--- src/hdl/skf_pkg.sv ---
package skf_pkg;

  // Fixed widths of the register file and the error state.
  localparam int unsigned REG_W    = 24;
  localparam int unsigned NOISE_W  = 16;
  localparam int unsigned ERR_W    = 32;
  localparam int unsigned Q_BITS   = 16;
  localparam int unsigned ADDR_W   = 4;
  localparam int unsigned DATA_W   = 32;

  // Register indexes, taken from paddr[3:2].
  localparam logic [1:0] REG_MEAS_ERR  = 2'd0;
  localparam logic [1:0] REG_INIT_ERR  = 2'd1;
  localparam logic [1:0] REG_NOISE     = 2'd2;

  // Which product the shared multiplier works on.
  typedef enum logic [1:0] {
    PROD_GAIN  = 2'd0,
    PROD_ERR   = 2'd1,
    PROD_NOISE = 2'd2
  } prod_e;

  // Commands from the controller to the datapath.
  typedef struct packed {
    logic  load;
    logic  div_step;
    logic  mul_lo;
    logic  mul_hi;
    logic  acc;
    logic  update;
    prod_e prod;
  } cmd_t;

  // Configuration seen by the datapath.
  typedef struct packed {
    logic [REG_W-1:0]   meas_err;
    logic [NOISE_W-1:0] noise;
    logic               init_load;
    logic [REG_W-1:0]   init_wdata;
  } cfg_t;

endpackage

--- src/hdl/skf_regs.sv ---
module skf_regs #(
  parameter logic [23:0] RESET_ERR = 24'd131072
) (
  input  logic                         clk_i,
  input  logic                         rst_ni,
  input  logic                         psel,
  input  logic                         penable,
  input  logic                         pwrite,
  input  logic [skf_pkg::ADDR_W-1:0]   paddr,
  input  logic [skf_pkg::DATA_W-1:0]   pwdata,
  output logic [skf_pkg::DATA_W-1:0]   prdata,
  output skf_pkg::cfg_t                cfg_o
);

  localparam logic [skf_pkg::NOISE_W-1:0] NOISE_RESET = 16'd655;

  logic [skf_pkg::REG_W-1:0]   meas_q, meas_d;
  logic [skf_pkg::REG_W-1:0]   init_q, init_d;
  logic [skf_pkg::NOISE_W-1:0] noise_q, noise_d;
  logic                        wr_en;
  logic [1:0]                  idx;

  assign idx   = paddr[3:2];
  assign wr_en = psel & penable & pwrite;

  always_comb begin
    meas_d  = meas_q;
    init_d  = init_q;
    noise_d = noise_q;
    if (wr_en) begin
      unique case (idx)
        skf_pkg::REG_MEAS_ERR: meas_d  = pwdata[skf_pkg::REG_W-1:0];
        skf_pkg::REG_INIT_ERR: init_d  = pwdata[skf_pkg::REG_W-1:0];
        skf_pkg::REG_NOISE:    noise_d = pwdata[skf_pkg::NOISE_W-1:0];
        default: ;
      endcase
    end
  end

  always_ff @(posedge clk_i or negedge rst_ni) begin
    if (!rst_ni) begin
      meas_q  <= RESET_ERR;
      init_q  <= RESET_ERR;
      noise_q <= NOISE_RESET;
    end else begin
      meas_q  <= meas_d;
      init_q  <= init_d;
      noise_q <= noise_d;
    end
  end

  always_comb begin
    unique case (idx)
      skf_pkg::REG_MEAS_ERR: prdata = skf_pkg::DATA_W'(meas_q);
      skf_pkg::REG_INIT_ERR: prdata = skf_pkg::DATA_W'(init_q);
      skf_pkg::REG_NOISE:    prdata = skf_pkg::DATA_W'(noise_q);
      default:               prdata = '0;
    endcase
  end

  // Writing the initial error also reloads the error state in the datapath.
  assign cfg_o.meas_err   = meas_q;
  assign cfg_o.noise      = noise_q;
  assign cfg_o.init_load  = wr_en && (idx == skf_pkg::REG_INIT_ERR);
  assign cfg_o.init_wdata = pwdata[skf_pkg::REG_W-1:0];

endmodule

--- src/hdl/skf_ctrl.sv ---
module skf_ctrl #(
  parameter int unsigned FRAC_BITS = 16
) (
  input  logic          clk_i,
  input  logic          rst_ni,
  input  logic          in_valid_i,
  output logic          in_stall_o,
  input  logic          out_stall_i,
  output logic          out_valid_o,
  output skf_pkg::cmd_t cmd_o
);

  localparam int unsigned CNT_W = $clog2(FRAC_BITS + 1);

  typedef enum logic [5:0] {
    ST_IDLE = 6'b000001,
    ST_DIV  = 6'b000010,
    ST_MLO  = 6'b000100,
    ST_MHI  = 6'b001000,
    ST_ACC  = 6'b010000,
    ST_DONE = 6'b100000
  } state_e;

  state_e              state_q, state_d;
  logic [CNT_W-1:0]    cnt_q, cnt_d;
  skf_pkg::prod_e      prod_q, prod_d;
  logic                out_valid_q, out_valid_d;
  logic                slot_free;

  assign slot_free = !out_valid_q || !out_stall_i;

  always_comb begin
    state_d = state_q;
    cnt_d   = cnt_q;
    prod_d  = prod_q;
    unique case (state_q)
      ST_IDLE: begin
        if (in_valid_i) begin
          state_d = ST_DIV;
          cnt_d   = CNT_W'(FRAC_BITS);
        end
      end
      ST_DIV: begin
        if (cnt_q == '0) begin
          state_d = ST_MLO;
          prod_d  = skf_pkg::PROD_GAIN;
        end else begin
          cnt_d = cnt_q - CNT_W'(1);
        end
      end
      ST_MLO: state_d = ST_MHI;
      ST_MHI: state_d = ST_ACC;
      ST_ACC: begin
        unique case (prod_q)
          skf_pkg::PROD_GAIN: begin
            prod_d  = skf_pkg::PROD_ERR;
            state_d = ST_MLO;
          end
          skf_pkg::PROD_ERR: begin
            prod_d  = skf_pkg::PROD_NOISE;
            state_d = ST_MLO;
          end
          default: state_d = ST_DONE;
        endcase
      end
      ST_DONE: begin
        if (slot_free) begin
          state_d = ST_IDLE;
        end
      end
      default: state_d = ST_IDLE;
    endcase
  end

  always_comb begin
    cmd_o.load     = (state_q == ST_IDLE) && in_valid_i;
    cmd_o.div_step = (state_q == ST_DIV);
    cmd_o.mul_lo   = (state_q == ST_MLO);
    cmd_o.mul_hi   = (state_q == ST_MHI);
    cmd_o.acc      = (state_q == ST_ACC);
    cmd_o.update   = (state_q == ST_DONE) && slot_free;
    cmd_o.prod     = prod_q;
  end

  assign out_valid_d = cmd_o.update || (out_valid_q && out_stall_i);

  always_ff @(posedge clk_i or negedge rst_ni) begin
    if (!rst_ni) begin
      state_q     <= ST_IDLE;
      cnt_q       <= '0;
      prod_q      <= skf_pkg::PROD_GAIN;
      out_valid_q <= 1'b0;
    end else begin
      state_q     <= state_d;
      cnt_q       <= cnt_d;
      prod_q      <= prod_d;
      out_valid_q <= out_valid_d;
    end
  end

  assign in_stall_o  = (state_q != ST_IDLE);
  assign out_valid_o = out_valid_q;

endmodule

--- src/hdl/skf_dp.sv ---
module skf_dp #(
  parameter int unsigned SAMPLE_BITS = 12,
  parameter int unsigned FRAC_BITS   = 16,
  parameter logic [23:0] RESET_ERR   = 24'd131072
) (
  input  logic                              clk_i,
  input  logic                              rst_ni,
  input  skf_pkg::cmd_t                     cmd_i,
  input  skf_pkg::cfg_t                     cfg_i,
  input  logic [SAMPLE_BITS-1:0]            sample_i,
  output logic [SAMPLE_BITS+FRAC_BITS-1:0]  estimate_o
);

  localparam int unsigned EST_W = SAMPLE_BITS + FRAC_BITS;
  localparam int unsigned K_W   = FRAC_BITS + 1;
  localparam int unsigned HALF  = (EST_W + 1) / 2;
  localparam int unsigned B_W   = 2 * HALF;
  localparam int unsigned ERR_W = skf_pkg::ERR_W;
  localparam int unsigned P_W   = ERR_W + HALF;
  localparam int unsigned ACC_W = ERR_W + B_W;
  localparam int unsigned SUM_W = ERR_W + 1;
  localparam int unsigned R_W   = ERR_W + 2;
  localparam int unsigned ES_W  = ((EST_W > ERR_W) ? EST_W : ERR_W) + 1;
  localparam logic [K_W-1:0] ONE_K = {1'b1, {FRAC_BITS{1'b0}}};

  logic [EST_W-1:0] last_q;
  logic [ERR_W-1:0] err_q;
  logic             up_q;
  logic [EST_W-1:0] mag_q;
  logic [SUM_W-1:0] sum_q;
  logic             zero_q;
  logic [R_W-1:0]   rem_q;
  logic [K_W-1:0]   quot_q;
  logic [P_W-1:0]   p_q, lo_q;
  logic [EST_W-1:0] delta_q;
  logic [ERR_W-1:0] err1_q;
  logic [EST_W-1:0] err2_q;

  logic [EST_W-1:0] s_ext;
  logic             s_ge;
  logic [SUM_W-1:0] sum_now;
  logic             rem_ge;
  logic [R_W-1:0]   rem_sub;
  logic [K_W-1:0]   gain;
  logic [K_W-1:0]   one_minus_k;
  logic [ERR_W-1:0] opa;
  logic [B_W-1:0]   opb;
  logic [HALF-1:0]  bsel;
  logic [P_W-1:0]   mult;
  logic [ACC_W-1:0] full;
  logic [ES_W-1:0]  err_sum;
  logic [ERR_W-1:0] err_sat;
  logic [EST_W-1:0] next_est;

  assign s_ext   = {sample_i, {FRAC_BITS{1'b0}}};
  assign s_ge    = (s_ext >= last_q);
  assign sum_now = SUM_W'(err_q) + SUM_W'(cfg_i.meas_err);

  // One quotient bit per step, most significant first; the first step
  // yields the integer bit of the gain.
  assign rem_ge  = (rem_q >= R_W'(sum_q));
  assign rem_sub = rem_ge ? (rem_q - R_W'(sum_q)) : rem_q;

  assign gain        = zero_q ? '0 : quot_q;
  assign one_minus_k = ONE_K - gain;

  always_comb begin
    unique case (cmd_i.prod)
      skf_pkg::PROD_GAIN: begin
        opa = ERR_W'(gain);
        opb = B_W'(mag_q);
      end
      skf_pkg::PROD_ERR: begin
        opa = err_q;
        opb = B_W'(one_minus_k);
      end
      skf_pkg::PROD_NOISE: begin
        opa = ERR_W'(cfg_i.noise);
        opb = B_W'(delta_q);
      end
      default: begin
        opa = '0;
        opb = '0;
      end
    endcase
  end

  assign bsel = cmd_i.mul_hi ? opb[B_W-1:HALF] : opb[HALF-1:0];
  assign mult = P_W'(opa) * P_W'(bsel);
  assign full = ACC_W'(lo_q) + (ACC_W'(p_q) << HALF);

  assign err_sum  = ES_W'(err1_q) + ES_W'(err2_q);
  assign err_sat  = (|err_sum[ES_W-1:ERR_W]) ? '1 : err_sum[ERR_W-1:0];
  assign next_est = up_q ? (last_q + delta_q) : (last_q - delta_q);

  always_ff @(posedge clk_i) begin
    if (cmd_i.load) begin
      up_q   <= s_ge;
      mag_q  <= s_ge ? (s_ext - last_q) : (last_q - s_ext);
      sum_q  <= sum_now;
      zero_q <= (sum_now == '0);
      rem_q  <= R_W'(err_q);
      quot_q <= '0;
    end
    if (cmd_i.div_step) begin
      rem_q  <= {rem_sub[R_W-2:0], 1'b0};
      quot_q <= {quot_q[K_W-2:0], rem_ge};
    end
    if (cmd_i.mul_lo || cmd_i.mul_hi) begin
      p_q <= mult;
    end
    if (cmd_i.mul_hi) begin
      lo_q <= p_q;
    end
    if (cmd_i.acc) begin
      unique case (cmd_i.prod)
        skf_pkg::PROD_GAIN:  delta_q <= full[FRAC_BITS +: EST_W];
        skf_pkg::PROD_ERR:   err1_q  <= full[FRAC_BITS +: ERR_W];
        skf_pkg::PROD_NOISE: err2_q  <= full[skf_pkg::Q_BITS +: EST_W];
        default: ;
      endcase
    end
  end

  always_ff @(posedge clk_i or negedge rst_ni) begin
    if (!rst_ni) begin
      last_q <= '0;
      err_q  <= ERR_W'(RESET_ERR);
    end else begin
      priority if (cfg_i.init_load) begin
        err_q <= ERR_W'(cfg_i.init_wdata);
      end else if (cmd_i.update) begin
        last_q <= next_est;
        err_q  <= err_sat;
      end else begin
        last_q <= last_q;
        err_q  <= err_q;
      end
    end
  end

  // The stored estimate only changes once the previous result was taken.
  assign estimate_o = last_q;

endmodule

--- src/hdl/scalar_kalman_filter_core.sv ---
// Scalar Kalman filter over ADC samples.
// Input channel: sample_i with in_valid_i / in_stall_o. A request is taken at a
// rising edge with in_valid_i high and in_stall_o low. Each request yields one
// filtered estimate (unsigned fixed point, FRAC_BITS fraction bits) on
// estimate_o with out_valid_o / out_stall_i.
// Each request runs, from acceptance to the next acceptance, through the gain
// divider, which makes one quotient bit per cycle, then three products on one
// shared multiplier, each split into two halves and summed (low half, high
// half, accumulate), and one update step, in which the estimate and
// out_valid_o are registered.
// The next request is accepted while a result still waits in the output
// register; if the receiver stalls, the block finishes the new request and
// holds in its update step until the waiting result is taken.
// Registers (APB, 32-bit data): 0x0 measurement error, 0x4 initial error,
// whose write also reloads the error state, 0x8 process noise. Writes must be
// made only while the block is idle; the block itself does not enforce this.
// Reset clears the estimate to zero, sets both error registers and the error
// state to 2.0 and the process noise to about 0.01.
module scalar_kalman_filter_core #(
  parameter int unsigned SAMPLE_BITS = 12,
  parameter int unsigned FRAC_BITS   = 16
) (
  input  logic                              clk_i,
  input  logic                              rst_ni,
  input  logic [SAMPLE_BITS-1:0]            sample_i,
  input  logic                              in_valid_i,
  output logic                              in_stall_o,
  output logic [SAMPLE_BITS+FRAC_BITS-1:0]  estimate_o,
  output logic                              out_valid_o,
  input  logic                              out_stall_i,
  input  logic                              psel,
  input  logic                              penable,
  input  logic                              pwrite,
  input  logic [skf_pkg::ADDR_W-1:0]        paddr,
  input  logic [skf_pkg::DATA_W-1:0]        pwdata,
  output logic [skf_pkg::DATA_W-1:0]        prdata,
  output logic                              pready
);

  // The value 2.0 in the register format; it wraps to zero when the
  // fraction is too wide for the 24-bit registers.
  localparam logic [skf_pkg::REG_W-1:0] RESET_ERR =
    skf_pkg::REG_W'(32'd2 << FRAC_BITS);

  skf_pkg::cmd_t cmd;
  skf_pkg::cfg_t cfg;

  // The register file never waits.
  assign pready = 1'b1;

  skf_regs #(
    .RESET_ERR(RESET_ERR)
  ) u_regs (
    .clk_i  (clk_i),
    .rst_ni (rst_ni),
    .psel   (psel),
    .penable(penable),
    .pwrite (pwrite),
    .paddr  (paddr),
    .pwdata (pwdata),
    .prdata (prdata),
    .cfg_o  (cfg)
  );

  // The controller sequences the divider and the multiplier passes and owns
  // both handshakes.
  skf_ctrl #(
    .FRAC_BITS(FRAC_BITS)
  ) u_ctrl (
    .clk_i      (clk_i),
    .rst_ni     (rst_ni),
    .in_valid_i (in_valid_i),
    .in_stall_o (in_stall_o),
    .out_stall_i(out_stall_i),
    .out_valid_o(out_valid_o),
    .cmd_o      (cmd)
  );

  // The datapath holds the filter state and all arithmetic.
  skf_dp #(
    .SAMPLE_BITS(SAMPLE_BITS),
    .FRAC_BITS  (FRAC_BITS),
    .RESET_ERR  (RESET_ERR)
  ) u_dp (
    .clk_i     (clk_i),
    .rst_ni    (rst_ni),
    .cmd_i     (cmd),
    .cfg_i     (cfg),
    .sample_i  (sample_i),
    .estimate_o(estimate_o)
  );

`ifndef SYNTH
  // After a request is taken the block is busy with it.
  a_busy_after_accept: assert property (@(posedge clk_i) disable iff (!rst_ni)
    (in_valid_i && !in_stall_o) |=> in_stall_o)
    else $error("input accepted twice in a row");

  // The state is never updated over a result that is still waiting.
  a_no_overwrite: assert property (@(posedge clk_i) disable iff (!rst_ni)
    cmd.update |-> (!out_valid_o || !out_stall_i))
    else $error("pending result overwritten");

  // A new result appears only through an update step.
  a_valid_from_update: assert property (@(posedge clk_i) disable iff (!rst_ni)
    $rose(out_valid_o) |-> $past(cmd.update))
    else $error("result valid without update");
`endif

endmodule
--- config.mk ---
export PLATFORM = sky130hd
export DESIGN_NAME = scalar_kalman_filter_core
export DESIGN_NICKNAME = d
export VERILOG_FILES = /design/src/hdl/skf_pkg.sv /design/src/hdl/skf_regs.sv /design/src/hdl/skf_ctrl.sv /design/src/hdl/skf_dp.sv /design/src/hdl/scalar_kalman_filter_core.sv
export SDC_FILE = /design/constraint.sdc
export NUM_CORES = 2
export LEC_CHECK = 0
export BUFFER_PORTS_ARGS = -buffer_cell sky130_fd_sc_hd__buf_2
export CORE_ASPECT_RATIO = 1.1
export CORE_MARGIN = 10
export CORE_UTILIZATION = 45
export CTS_BUF_LIST = sky130_fd_sc_hd__clkbuf_8 sky130_fd_sc_hd__clkbuf_16
export CTS_CLUSTER_DIAMETER = 150
export DETAILED_ROUTE_END_ITERATION = 8
export PLACE_DENSITY_LB_ADDON = 0.3
export SETUP_SLACK_MARGIN = 0.5
export SYNTH_ARGS = -nofsm -noshare
export SYNTH_HDL_FRONTEND = slang
export SYNTH_SLANG_ARGS = --single-unit
--- constraint.sdc ---
create_clock -name clk_i -period 27.3 [get_ports clk_i]
set_input_delay 1.365 -clock clk_i [delete_from_list [all_inputs] [get_ports clk_i]]
set_output_delay 1.365 -clock clk_i [all_outputs]
set_load 0.01 [all_outputs]
==> results.py <==
metrics = {
    "route": {
        "viasPerCell": 5.72,
        "remaining_drc_errors": 0,
        "ant_nets": 0,
        "dr.pass1.iters": 6,
        "drt-initial-drc-count": 2503,
        "vias": 30532,
        "wl_per_cell_um": 21.2,
        "wl_um": 113000,
    },
    "clocking": {
        "cts_made_buffers": 43,
        "cts.sinks": 418,
        "path_clk_slew_ns": 0.06,
        "cts_max_path_buffers": 3,
        "cts_resized": 0,
        "post-cts-setup-buffers": 0,
        "root_buffer": "clkbuf_16",
        "postCtsHoldBufs": 0,
        "clk_latency_ns": 0.59,
        "cts_tree": "built",
        "htreeDepth": 2,
    },
    "placement": {
        "io_buffers": 98,
        "place_inst": 5258,
        "globalplace.congestion": 0.953,
        "dp_hpwl_um": 87500,
    },
    "run": {
        "maxCapViolations": 0,
    },
    "floorplan": {
        "io_pins": 118,
        "die_w_um": 301,
        "die_h_um": 330,
        "die_area_mm2": 0.0993,
        "core_mm2": 0.0864,
        "start_util": 0.454,
        "rows": 113,
    },
    "worst_setup_path": {
        "cp-start-kind": "flop",
        "worstPathRequired_ns": 27.63,
        "crit_path_end": "u_dp.p_q[44]$_DFFE_PP_",
        "cp_slowest_cell": "a21oi_1",
        "critPathMaxFanout": 61,
        "critical_path_class": "reg -> reg",
        "cp-end-kind": "flop",
        "cp_slowest_stage_delay_ns": 1.01,
        "ff2ff_setup_slack_ns": 17.27,
        "ff2ff_path_depth": 26,
        "r2r_start": "u_ctrl.prod_q[0]$_DFFE_PN0P_",
        "timing.rr.end": "u_dp.p_q[44]$_DFFE_PP_",
        "arrival_ns": 10.36,
        "crit_top_cell": "fa_1",
        "crit_start": "u_ctrl.prod_q[0]$_DFFE_PN0P_",
    },
    "timing": {
        "fin_crit_sh": 0.367,
        "finalSetupViolations": 0,
        "finalHoldViolCount": 0,
        "slew_headroom": 0.212,
        "worstMarginPinSlew_ns": 1.18,
        "max_freq_mhz": 99.7,
        "skew_ns": 0.0235,
        "fin_crit_ns": 10.03,
        "rsz0062_at_grt": "false",
        "fin_setup_tns_ns": 0,
        "maxSlewViolCount": 0,
    },
    "synth": {
        "ys.flop_type": "edfxtp_1",
        "ys_async_sr_fraction": 0.330,
        "ys_ff_latch": 418,
        "syn_inst": 4132,
        "synth_area_per_cell_um2": 9.48,
        "ys_types": 85,
        "yosysSeqAreaShare": 0.303,
        "ys_warn_count": 0,
        "synth_edf_count": 279,
        "syn_area_mm2": 0.0392,
    },
    "global_routing": {
        "grt_usage": 0.226,
        "grt_pass1_wl_um": 176000,
        "antenna_found_initial": 1,
        "overflow": 0,
        "grt_max_degree": 71,
        "grt_pass1_vias": 30500,
    },
    "final_layout": {
        "drive_above_1_share": 0.0789,
        "stdcell_count": 5335,
        "insertedDiodeCount": 0,
        "nNetsFinal": 4850,
        "areaGrowthSynthToFinish_pct": 8.05,
        "post-route-util": 0.490,
    },
    "min_path": {
        "hold_path.class": "reg -> reg",
        "worstHoldPathCells": 0,
        "hold_start": "u_dp.p_q[41]$_DFFE_PP_",
    },
    "run_status": {
        "status": "completed",
    },
}
[synthesized netlist by cell type (54+ instances only)]
cell / instances / area share
a21o_1: 91 / 0.017
a21oi_1: 226 / 0.029
and2_1: 70 / 0.011
clkbuf_1: 143 / 0.014
dfrtp_1: 128 / 0.082
edfxtp_1: 279 / 0.21
fa_1: 362 / 0.18
ha_1: 280 / 0.089
inv_1: 457 / 0.044
nand2_1: 567 / 0.054
nand2b_1: 56 / 0.0089
nor2_1: 330 / 0.032
nor3_1: 54 / 0.0069
o21ai_0: 187 / 0.024
xnor2_1: 137 / 0.031
xor2_1: 91 / 0.020
[state kept, by name (all words and copies together), names as in the netlist, 5 cells and up]
register / count
u_regs.noise_q: 16
u_dp.sum_q: 33
u_dp.lo_q: 32
u_dp.delta_q: 28
u_dp.estimate_o: 28
u_dp.rem_q: 34
u_regs.meas_q: 24
u_dp.err_q: 32
u_ctrl.cnt_q: 5
u_ctrl.state_q: 6
u_dp.quot_q: 17
u_dp.mag_q: 28
u_regs.init_q: 24
u_dp.err2_q: 28
u_dp.p_q: 46
u_dp.err1_q: 32
[critical path: cells and delay by family, from the launching register on]
kind            cells  cell delay [ns]
buf+inv             6             1.55
simple gates        2             0.34
xor+xnor            1             0.14
flops               1             0.34
compound gates     10             4.03
fa+ha+maj           7             3.36
[worst min path at each step]
stage | endpoint | slack, ns
floorplan | u_dp.lo_q[34]$_DFFE_PP_ | 0.40
global placement | u_dp.lo_q[43]$_DFFE_PP_ | 0.40
detailed placement | u_dp.lo_q[41]$_DFFE_PP_ | 0.40
CTS | u_dp.lo_q[41]$_DFFE_PP_ | 0.42
global route | u_dp.lo_q[41]$_DFFE_PP_ | 0.43
finish | u_dp.lo_q[41]$_DFFE_PP_ | 0.42
[routing by layer]
metal / share of wire / GRT usage / vias to the layer above / wire length (um)
met1: 0.41 / 0.289 / 15236 / 45800
met5: 0 / 0 / - / 0
met3: 0.061 / 0.0275 / 240 / 6890
met2: 0.48 / 0.374 / 1026 / 54100
met4: 0.054 / 0.113 / 0 / 6100
li1: - / - / 14030 / -
[cell families after synthesis]
logic type	synth area share
and+or+nand+nor	0.149
xor gates and xnor gates	0.0510
adders and majority gates	0.274
DFF	0.303
muxes	0.0279
buffers and inverters	0.0620
other	0.000192
AOI/OAI and AO/OA	0.132
[through the flow]
step           setup WS, ns  instance area, um2  hold slack, ns
2_1_floorplan         18.16               39200           0.400
3_3_place_gp          17.26               40900           0.401
3_5_place_dp          17.36               40900           0.405
4_1_cts               17.28               42300           0.417
5_1_grt               16.43               42300           0.428
6_report              17.27               42300           0.417
[layout make-up]
| type | count | area, um2 |
|---|---|---|
| clock buffer | 47 | 1140 |
| tap | 1150 | 1440 |
| multi-input combinational | 3085 | 25100 |
| clock inverter | 30 | 255 |
| sequential | 418 | 11900 |
| timing repair buffer | 145 | 850 |
| fill | 8019 | 44000 |
| inverter | 460 | 1730 |
[placed cells by master, fill, tap and decap left out, types with 20 or more instances in the layout]
cell       instances
o221ai_1          29
o211ai_1          24
xnor2_1          137
buf_2             97
a21o_1            91
nor3_1            52
nand2_1          565
buf_4             47
a211oi_1          26
o21a_1            33
nor2b_1           44
inv_1            464
o21bai_1          20
dfrtp_1          126
edfxtp_1         279
clkbuf_16         44
a21oi_1          224
ha_1             280
and3_1            34
mux2_2            48
nand3_1           45
a31oi_1           37
fa_1             362
o21ai_0          184
and2_1            70
xor2_1            91
mux2i_1           44
nor2_1           327
nand2b_1          56
Power is not shown: default switching activity piles up to over one toggle a cycle in this logic, so the estimate is an artifact.
